<file path="src/assert_macros.svh">
// Assertion helpers shared by the RTL. Each macro expects a clock named clock
// and a synchronous active-high reset named reset in the using module.
`ifndef ASSERT_MACROS_SVH
`define ASSERT_MACROS_SVH

// Same-cycle implication.
`define TSS_ASSERT_IMPL(lbl, ante, cons, msg) \
   lbl: assert property (@(posedge clock) disable iff (reset) (ante) |-> (cons)) \
      else $error(msg);

// Next-cycle implication.
`define TSS_ASSERT_NEXT(lbl, ante, cons, msg) \
   lbl: assert property (@(posedge clock) disable iff (reset) (ante) |=> (cons)) \
      else $error(msg);

`endif

</file>
<file path="src/tss_pkg.sv">
`timescale 1ns / 1ps

package tss_pkg;

   localparam int ID_W     = 4;
   localparam int STATUS_W = 3;
   localparam int TICK_W   = 32;
   localparam int SCALE_W  = 16;

   localparam logic [1:0] OP_CREATE     = 2'd0;
   localparam logic [1:0] OP_RESCHEDULE = 2'd1;
   localparam logic [1:0] OP_DELETE     = 2'd2;
   localparam logic [1:0] OP_RUN        = 2'd3;

   localparam logic [STATUS_W-1:0] ST_CREATED = 3'd0;
   localparam logic [STATUS_W-1:0] ST_FULL    = 3'd1;
   localparam logic [STATUS_W-1:0] ST_DONE    = 3'd2;
   localparam logic [STATUS_W-1:0] ST_IGNORED = 3'd3;
   localparam logic [STATUS_W-1:0] ST_EXPIRED = 3'd4;
   localparam logic [STATUS_W-1:0] ST_NONE    = 3'd5;

   // One timer slot as held in the slot memory.
   typedef struct packed {
      logic [TICK_W-1:0] period;
      logic [TICK_W-1:0] expiry;
   } slot_entry_type;

endpackage

</file>
<file path="src/tss_slot_ram.sv">
`timescale 1ns / 1ps

module tss_slot_ram
   import tss_pkg::*;
#(
   parameter int DEPTH  = 16,
   parameter int ADDR_W = 4
) (
   input  logic                 clock,
   input  logic                 wr_en,
   input  logic [ADDR_W-1:0]    wr_addr,
   input  slot_entry_type       wr_data,
   input  logic                 rd_en,
   input  logic [ADDR_W-1:0]    rd_addr,
   output slot_entry_type       rd_data
);

   slot_entry_type mem [DEPTH];
   slot_entry_type rd_data_ff;

   always_ff @(posedge clock) begin
      if (wr_en) begin
         mem[wr_addr] <= wr_data;
      end
      if (rd_en) begin
         rd_data_ff <= mem[rd_addr];
      end
   end

   assign rd_data = rd_data_ff;

endmodule

</file>
<file path="src/timer_slot_scheduler_core.sv">
`timescale 1ns / 1ps
// Channel | Dir | Handshake         | Contents
// req_    | in  | req_tvalid/tready | tuser: operation; tdata: slot, delay_ms, periodic, now
// rsp_    | out | rsp_tvalid/tready | tuser: status; tdata: slot_id; tlast: last
// csr_    | in  | csr_wr_en         | csr_wr_data: ticks_per_ms
//
// One transaction is taken at a time. Delete and reschedule go through the execute and
// reply states, create walks the in-use bits one slot per cycle, and run streams the slot
// memory one slot per cycle while a response stall does not hold the scan. A stall on the
// response side holds the block whenever a new response is ready to load. Reset is
// synchronous: every slot becomes free and the scale returns to 1. No transaction is
// accepted until the last response is loaded.

`include "assert_macros.svh"

module timer_slot_scheduler_core
   import tss_pkg::*;
#(
   parameter int SLOT_COUNT = 16
) (
   input  logic                clock,
   input  logic                reset,

   input  logic                req_tvalid,
   output logic                req_tready,
   input  logic [1:0]          req_tuser,   // [1:0] operation
   input  logic [71:0]         req_tdata,   // [3:0] slot, [35:4] delay_ms,
                                            // [36] periodic, [68:37] now, rest zero

   output logic                rsp_tvalid,
   input  logic                rsp_tready,
   output logic [STATUS_W-1:0] rsp_tuser,   // [2:0] status
   output logic [7:0]          rsp_tdata,   // [3:0] slot_id, rest zero
   output logic                rsp_tlast,

   input  logic                csr_wr_en,
   input  logic [SCALE_W-1:0]  csr_wr_data
);

   localparam int SLOT_W = (SLOT_COUNT > 1) ? $clog2(SLOT_COUNT) : 1;
   localparam int CNT_W  = $clog2(SLOT_COUNT + 1);
   localparam logic [CNT_W-1:0] CNT_END  = CNT_W'(SLOT_COUNT);
   localparam logic [CNT_W-1:0] CNT_LAST = CNT_W'(SLOT_COUNT - 1);

   typedef enum logic [2:0] {
      S_IDLE,
      S_EXEC,
      S_FIND,
      S_REPLY,
      S_SCAN,
      S_FINAL
   } state_type;

   // Request fields.
   logic [ID_W-1:0]   req_slot;
   logic [TICK_W-1:0] req_delay_ms;
   logic              req_periodic;
   logic [TICK_W-1:0] req_now;

   assign req_slot     = req_tdata[3:0];
   assign req_delay_ms = req_tdata[35:4];
   assign req_periodic = req_tdata[36];
   assign req_now      = req_tdata[68:37];

   state_type                 state_ff;
   logic [SCALE_W-1:0]        scale_ff;
   logic [SLOT_COUNT-1:0]     in_use_ff;

   logic [1:0]                op_ff;
   logic [ID_W-1:0]           slot_ff;
   logic                      periodic_ff;
   logic [TICK_W-1:0]         now_ff;
   logic [TICK_W-1:0]         prod_ff;

   logic [STATUS_W-1:0]       reply_status_ff;
   logic [ID_W-1:0]           reply_id_ff;

   // Scan pipeline: rd_idx_ff is the next slot to read (also the create walk
   // counter), chk_* is the slot whose memory word is in the read register.
   logic [CNT_W-1:0]          rd_idx_ff;
   logic                      chk_valid_ff;
   logic [SLOT_W-1:0]         chk_idx_ff;

   // An expired slot is parked here until the scan knows whether another one
   // follows, which decides its tlast.
   logic                      hold_valid_ff;
   logic [ID_W-1:0]           hold_id_ff;

   logic                      rsp_valid_ff;
   logic [STATUS_W-1:0]       rsp_status_ff;
   logic [ID_W-1:0]           rsp_id_ff;
   logic                      rsp_last_ff;

   // Memory ports.
   logic                      mem_we;
   logic [SLOT_W-1:0]         mem_waddr;
   slot_entry_type            mem_wdata;
   logic                      mem_re;
   logic [SLOT_W-1:0]         mem_raddr;
   slot_entry_type            mem_rdata;

   logic [SCALE_W+TICK_W-1:0] prod_full;
   logic [TICK_W-1:0]         arm_expiry;
   slot_entry_type            arm_entry;
   logic [TICK_W-1:0]         diff;
   logic                      expired;
   logic                      out_busy;
   logic                      scan_stall;
   logic                      rd_more;
   logic                      slot_ok;
   logic [SLOT_W-1:0]         slot_idx;
   logic                      resched_ok;
   logic [SLOT_W-1:0]         find_idx;
   logic                      find_free;
   logic [6:0]                find_id_wide;
   logic [6:0]                chk_id_wide;

   logic                      out_load;
   logic [STATUS_W-1:0]       out_status;
   logic [ID_W-1:0]           out_id;
   logic                      out_last;

   tss_slot_ram #(
      .DEPTH  (SLOT_COUNT),
      .ADDR_W (SLOT_W)
   ) u_slot_ram (
      .clock   (clock),
      .wr_en   (mem_we),
      .wr_addr (mem_waddr),
      .wr_data (mem_wdata),
      .rd_en   (mem_re),
      .rd_addr (mem_raddr),
      .rd_data (mem_rdata)
   );

   // The delay product is taken as the transaction is accepted; only its low
   // 32 bits matter since delays wrap modulo 2^32.
   assign prod_full = req_delay_ms * scale_ff;

   assign arm_expiry       = now_ff + prod_ff;
   assign arm_entry.expiry = arm_expiry;
   assign arm_entry.period = periodic_ff ? prod_ff : '0;

   // A slot in use has expired when the wrapping difference is negative.
   assign diff    = mem_rdata.expiry - now_ff;
   assign expired = chk_valid_ff && in_use_ff[chk_idx_ff] && diff[TICK_W-1];

   assign out_busy   = rsp_valid_ff && !rsp_tready;
   assign scan_stall = expired && hold_valid_ff && out_busy;
   assign rd_more    = rd_idx_ff < CNT_END;

   assign slot_ok    = 7'(slot_ff) < 7'(SLOT_COUNT);
   assign slot_idx   = SLOT_W'(slot_ff);
   assign resched_ok = slot_ok && in_use_ff[slot_idx];

   assign find_idx     = rd_idx_ff[SLOT_W-1:0];
   assign find_free    = !in_use_ff[find_idx];
   assign find_id_wide = 7'(find_idx);
   assign chk_id_wide  = 7'(chk_idx_ff);

   // Memory access. During a scan the write always targets the slot being
   // checked and the read the slot after it, so the two never meet.
   always_comb begin
      mem_we    = 1'b0;
      mem_waddr = '0;
      mem_wdata = arm_entry;
      mem_re    = 1'b0;
      mem_raddr = rd_idx_ff[SLOT_W-1:0];
      case (state_ff)
         S_EXEC: begin
            if (op_ff == OP_RESCHEDULE && resched_ok) begin
               mem_we    = 1'b1;
               mem_waddr = slot_idx;
            end
         end
         S_FIND: begin
            if (find_free) begin
               mem_we    = 1'b1;
               mem_waddr = find_idx;
            end
         end
         S_SCAN: begin
            mem_re = !scan_stall && rd_more;
            if (expired && !scan_stall && mem_rdata.period != '0) begin
               mem_we           = 1'b1;
               mem_waddr        = chk_idx_ff;
               mem_wdata.expiry = now_ff + mem_rdata.period;
               mem_wdata.period = mem_rdata.period;
            end
         end
         default: begin
         end
      endcase
   end

   // Response register load.
   always_comb begin
      out_load   = 1'b0;
      out_status = reply_status_ff;
      out_id     = reply_id_ff;
      out_last   = 1'b1;
      case (state_ff)
         S_REPLY: begin
            out_load = !out_busy;
         end
         S_SCAN: begin
            // A second expired slot pushes the parked one out as not last.
            out_load   = expired && hold_valid_ff && !out_busy;
            out_status = ST_EXPIRED;
            out_id     = hold_id_ff;
            out_last   = 1'b0;
         end
         S_FINAL: begin
            out_load   = !out_busy;
            out_status = hold_valid_ff ? ST_EXPIRED : ST_NONE;
            out_id     = hold_valid_ff ? hold_id_ff : '0;
         end
         default: begin
         end
      endcase
   end

   always_ff @(posedge clock) begin
      if (reset) begin
         state_ff      <= S_IDLE;
         scale_ff      <= SCALE_W'(1);
         in_use_ff     <= '0;
         chk_valid_ff  <= 1'b0;
         hold_valid_ff <= 1'b0;
         rsp_valid_ff  <= 1'b0;
      end else begin
         if (csr_wr_en) begin
            scale_ff <= csr_wr_data;
         end

         if (out_load) begin
            rsp_valid_ff  <= 1'b1;
            rsp_status_ff <= out_status;
            rsp_id_ff     <= out_id;
            rsp_last_ff   <= out_last;
         end else if (rsp_tready) begin
            rsp_valid_ff <= 1'b0;
         end

         case (state_ff)
            S_IDLE: begin
               if (req_tvalid) begin
                  op_ff       <= req_tuser;
                  slot_ff     <= req_slot;
                  periodic_ff <= req_periodic;
                  now_ff      <= req_now;
                  prod_ff     <= prod_full[TICK_W-1:0];
                  state_ff    <= S_EXEC;
               end
            end
            S_EXEC: begin
               rd_idx_ff   <= '0;
               reply_id_ff <= '0;
               case (op_ff)
                  OP_CREATE: begin
                     state_ff <= S_FIND;
                  end
                  OP_RESCHEDULE: begin
                     reply_status_ff <= resched_ok ? ST_DONE : ST_IGNORED;
                     state_ff        <= S_REPLY;
                  end
                  OP_DELETE: begin
                     if (slot_ok) begin
                        in_use_ff[slot_idx] <= 1'b0;
                     end
                     reply_status_ff <= slot_ok ? ST_DONE : ST_IGNORED;
                     state_ff        <= S_REPLY;
                  end
                  OP_RUN: begin
                     chk_valid_ff  <= 1'b0;
                     hold_valid_ff <= 1'b0;
                     state_ff      <= S_SCAN;
                  end
                  default: begin
                     state_ff <= S_IDLE;
                  end
               endcase
            end
            S_FIND: begin
               if (find_free) begin
                  in_use_ff[find_idx] <= 1'b1;
                  reply_status_ff     <= ST_CREATED;
                  reply_id_ff         <= find_id_wide[ID_W-1:0];
                  state_ff            <= S_REPLY;
               end else if (rd_idx_ff == CNT_LAST) begin
                  reply_status_ff <= ST_FULL;
                  state_ff        <= S_REPLY;
               end else begin
                  rd_idx_ff <= rd_idx_ff + CNT_W'(1);
               end
            end
            S_REPLY: begin
               if (!out_busy) begin
                  state_ff <= S_IDLE;
               end
            end
            S_SCAN: begin
               if (!scan_stall) begin
                  chk_valid_ff <= rd_more;
                  chk_idx_ff   <= rd_idx_ff[SLOT_W-1:0];
                  if (rd_more) begin
                     rd_idx_ff <= rd_idx_ff + CNT_W'(1);
                  end
                  if (expired) begin
                     // A zero reload period frees the slot like a one-shot.
                     if (mem_rdata.period == '0) begin
                        in_use_ff[chk_idx_ff] <= 1'b0;
                     end
                     hold_valid_ff <= 1'b1;
                     hold_id_ff    <= chk_id_wide[ID_W-1:0];
                  end
               end
               if (!chk_valid_ff && !rd_more) begin
                  state_ff <= S_FINAL;
               end
            end
            S_FINAL: begin
               if (!out_busy) begin
                  hold_valid_ff <= 1'b0;
                  state_ff      <= S_IDLE;
               end
            end
            default: begin
               state_ff <= S_IDLE;
            end
         endcase
      end
   end

   assign req_tready = (state_ff == S_IDLE);
   assign rsp_tvalid = rsp_valid_ff;
   assign rsp_tuser  = rsp_status_ff;
   assign rsp_tdata  = {4'b0000, rsp_id_ff};
   assign rsp_tlast  = rsp_last_ff;

   `TSS_ASSERT_IMPL(a_idle_clean, req_tready, !chk_valid_ff && !hold_valid_ff, "scan not idle")
   `TSS_ASSERT_IMPL(a_no_rw_collide, mem_we && mem_re, mem_waddr != mem_raddr, "slot clash")
   `TSS_ASSERT_IMPL(a_load_when_free, out_load, !out_busy, "response overwritten")
   `TSS_ASSERT_NEXT(a_load_shows, out_load, rsp_tvalid, "loaded response not presented")

endmodule

</file>
<file path="config.mk">
export PLATFORM = sky130hd
export DESIGN_NAME = timer_slot_scheduler_core
export DESIGN_NICKNAME = d
export VERILOG_FILES = /design/src/tss_pkg.sv /design/src/tss_slot_ram.sv /design/src/timer_slot_scheduler_core.sv
export VERILOG_INCLUDE_DIRS = /design/src /design/src/src
export SDC_FILE = /design/constraint.sdc
export NUM_CORES = 2
export LEC_CHECK = 0
export BUFFER_PORTS_ARGS = -buffer_cell sky130_fd_sc_hd__buf_2
export CORE_MARGIN = 4
export CORE_UTILIZATION = 60
export DETAILED_ROUTE_END_ITERATION = 10
export MAX_ROUTING_LAYER = met4
export PLACE_DENSITY = 0.77
export SLEW_MARGIN = 5
export SYNTH_ARGS = -nofsm -noshare
export SYNTH_HDL_FRONTEND = slang
export SYNTH_SLANG_ARGS = --single-unit
</file>
<file path="constraint.sdc">
create_clock -name clock -period 15.42 [get_ports clock]
set_input_delay 2.313 -clock clock [delete_from_list [all_inputs] [get_ports clock]]
set_output_delay 2.313 -clock clock [all_outputs]
set_load 0.1 [all_outputs]
</file>
==> flow_summary.json <==
{
  "io_pins": 109,
  "p_leak_nw": 24.3,
  "yosysWarnings": 0,
  "worstPathCellList": "buf_2 > nand2_1 > fa_1 > fa_1 > fa_1 > fa_1 > inv_1 > fa_1 > fa_1 > ha_1 > a21oi_1 > a21oi_1 > a31oi_1 > a21oi_1 > a221o_1 > o311ai_1 > a21oi_1 > o21ai_0 > nand2b_1 > xnor2_1",
  "cts-root-buf": "clkbuf_16",
  "postRouteWirelength_um": 146000,
  "final.setup_skew_ps": 85.8,
  "p_per_area_mw_per_mm2": 147,
  "start_kind": "input port",
  "tightest_slew_ps": 1310,
  "hold_path_class": "register to register",
  "start_util_pct": 60.5,
  "dp_hpwl_um": 88200,
  "ys_seq_area_share_pct": 59.0,
  "grt_pass1_wl_um": 222000,
  "yosys.area.top_type": "edfxtp_1",
  "die_w_um": 329,
  "worst_ep_required_time_ps": 15820,
  "muxShareOfSynthArea_pct": 12.6,
  "dpl.cell_count": 5298,
  "drv_cap": 0,
  "port_buffers": 101,
  "syn2layout_area_growth_pct": 10.3,
  "synth_flop_cell": "edfxtp_1",
  "fp.dieH_um": 329,
  "cts_tree": "yes",
  "die_area_mm2": 0.108,
  "crit_family": "adder cells",
  "setup_viol": 0,
  "clk_latency_ps": 740,
  "viasPerCell": 6.34,
  "grtUsageMet1_pct": 39.2,
  "clk_pin_slew_ps": 60,
  "post_cts_buffers": 0,
  "slew_headroom_pct": 12.1,
  "cp.arrival_ps": 8520,
  "utilization_pct": 66.8,
  "rows": 117,
  "vdd.ir_drop.worst_mv": 0.162,
  "drive_above_1_share_pct": 18.0,
  "synth_top_family_by_area": "adder cells",
  "synth-compound-area-share_pct": 3.90,
  "worst_setup_path_end_kind": "register",
  "grt.met2_usage_pct": 44.7,
  "synth_top_area_share_pct": 57.7,
  "clockBufferDepth": 3,
  "ant_nets": 0,
  "num_vias": 34937,
  "cp_common_cell": "fa_1",
  "period_share_pct": 52.7,
  "use_met3_pct": 4.36,
  "place.gp.congestion": 0.910,
  "maxSlewViolCount": 0,
  "cpPeakStageDelay_ps": 570,
  "htreeDepth": 3,
  "grt_usage_pct": 28.6,
  "syn_avg_cell_area_um2": 15.8,
  "cts_buffers": 116,
  "grt_max_degree": 102,
  "wl_per_cell_um": 26.5,
  "async_reset_ff_share_pct": 0,
  "fp.coreArea_mm2": 0.102,
  "synth-edff-count": 1186,
  "status": "completed",
  "cts.repair.resized": 0,
  "drt-initial-drc-count": 4308,
  "ys_types": 79,
  "ys_top_cells_by_area": "edfxtp_1, mux4_2, fa_1",
  "grt_pass1_vias": 35647,
  "grt_busiest_layer": "met2",
  "drc": 0,
  "syn_inst": 3895,
  "synth_xor_area_share_pct": 1.53,
  "critical_path_class": "input port to register",
  "grt_antenna_before_repair": 3,
  "fin_crit_ps": 8120,
  "syn_area_mm2": 0.0617,
  "cp_max_fo": 16,
  "synthAdderAreaFrac_pct": 13.3,
  "finalWorstSetupSlack_ps": 7300,
  "hold_buffers": 0,
  "yosys-top-cells-count": "edfxtp_1, inv_1, nand2_1",
  "cp_num_buf_inv": 2,
  "max_freq_mhz": 123,
  "slowest_stage": "fa_1",
  "instances_no_fill": 5513,
  "p_total_mw": 10.0,
  "ys_ff_latch": 1224,
  "finalSetupTns_ps": 0,
  "synth.most_common_cell": "edfxtp_1",
  "rsz0062_at_grt": "false",
  "dr.pass1.iters": 8,
  "grt-ovfl-total": 0,
  "nNetsFinal": 4614,
  "final_hold_viol_count": 0,
  "cts_num_sinks": 1224,
  "synthSimpleGateAreaFrac_pct": 6.27,
  "place_ws_ps": 6810
}
report_power, final:
part           switching, mW  internal [mW]
combinational           1.74           1.08
clock                   1.24           1.61
sequential            0.0975           4.26
metal layers:
metal	vias to the layer above	wire, µm	share of wire [%]
met1	18013	55300	38
met5	-	0	0
met4	0	5380	3.7
li1	14657	-	-
met2	1949	72300	49
met3	318	13300	9.1
tightest hold or removal path: cells and delay by family, from the launching register on:
kind | cells | cell delay [ps]
mux | 1 | 70
simple gates | 1 | 70
flops | 1 | 320
cell usage in the layout, fill, tap and decap left out, types with 83 or more instances in the layout:
master / netlist / final
and2_1: 187 / 187
buf_2: 14 / 101
buf_4: 5 / 107
clkbuf_16: 0 / 118
edfxtp_1: 1186 / 1186
fa_1: 306 / 306
ha_1: 165 / 165
inv_1: 387 / 387
mux4_2: 335 / 335
nand2_1: 348 / 348
nor2_1: 99 / 83
state kept, by name, indices dropped and copies added, names as in the netlist, 4 cells and up:
register and count:
chk_idx_ff 4, hold_id_ff 4, in_use_ff 16, now_ff 32, prod_ff 32, rd_idx_ff 5
reply_id_ff 4, rsp_id_ff 4, scale_ff 16, slot_ff 4, u_slot_ram.mem 1024, u_slot_ram.rd_data 64
cell families after synthesis:
| group | Yosys count |
|---|---|
| AOI/OAI and AO/OA | 369 |
| xor gates and xnor gates | 108 |
| adders and majority gates | 471 |
| buffers and inverters | 565 |
| DFF | 1224 |
| muxes | 355 |
| other | 1 |
| and+or+nand+nor | 802 |
final timing paths:
kind	slack, ps	start	depth (start not counted)	endpoint
worst max-delay path	7300	req_tdata[14]	20	prod_ff[31]
worst min register to register	500	scale_ff[11]	2	scale_ff[11]
worst min-delay path	500	scale_ff[11]	2	scale_ff[11]
worst max register to register	8290	scale_ff[3]	20	prod_ff[31]
per-stage QoR:
stage / cell area (µm²) / hold slack, ps
floorplan: 61700 / 424
global placement: 64200 / 475
detailed placement: 64200 / 488
CTS: 68000 / 504
global route: 68000 / 540
finish: 68000 / 501
cell type report:
cell class / count / area [µm²]
clock inverter: 75 / 793
tap: 1368 / 1710
antenna: 1 / 2.50
timing repair buffer: 209 / 1330
clock buffer: 139 / 3030
inverter: 388 / 1460
sequential: 1224 / 36400
multi-input combinational: 2109 / 23300
fill: 6814 / 33900
No activity file was read; power rests on OpenSTA's default activity.
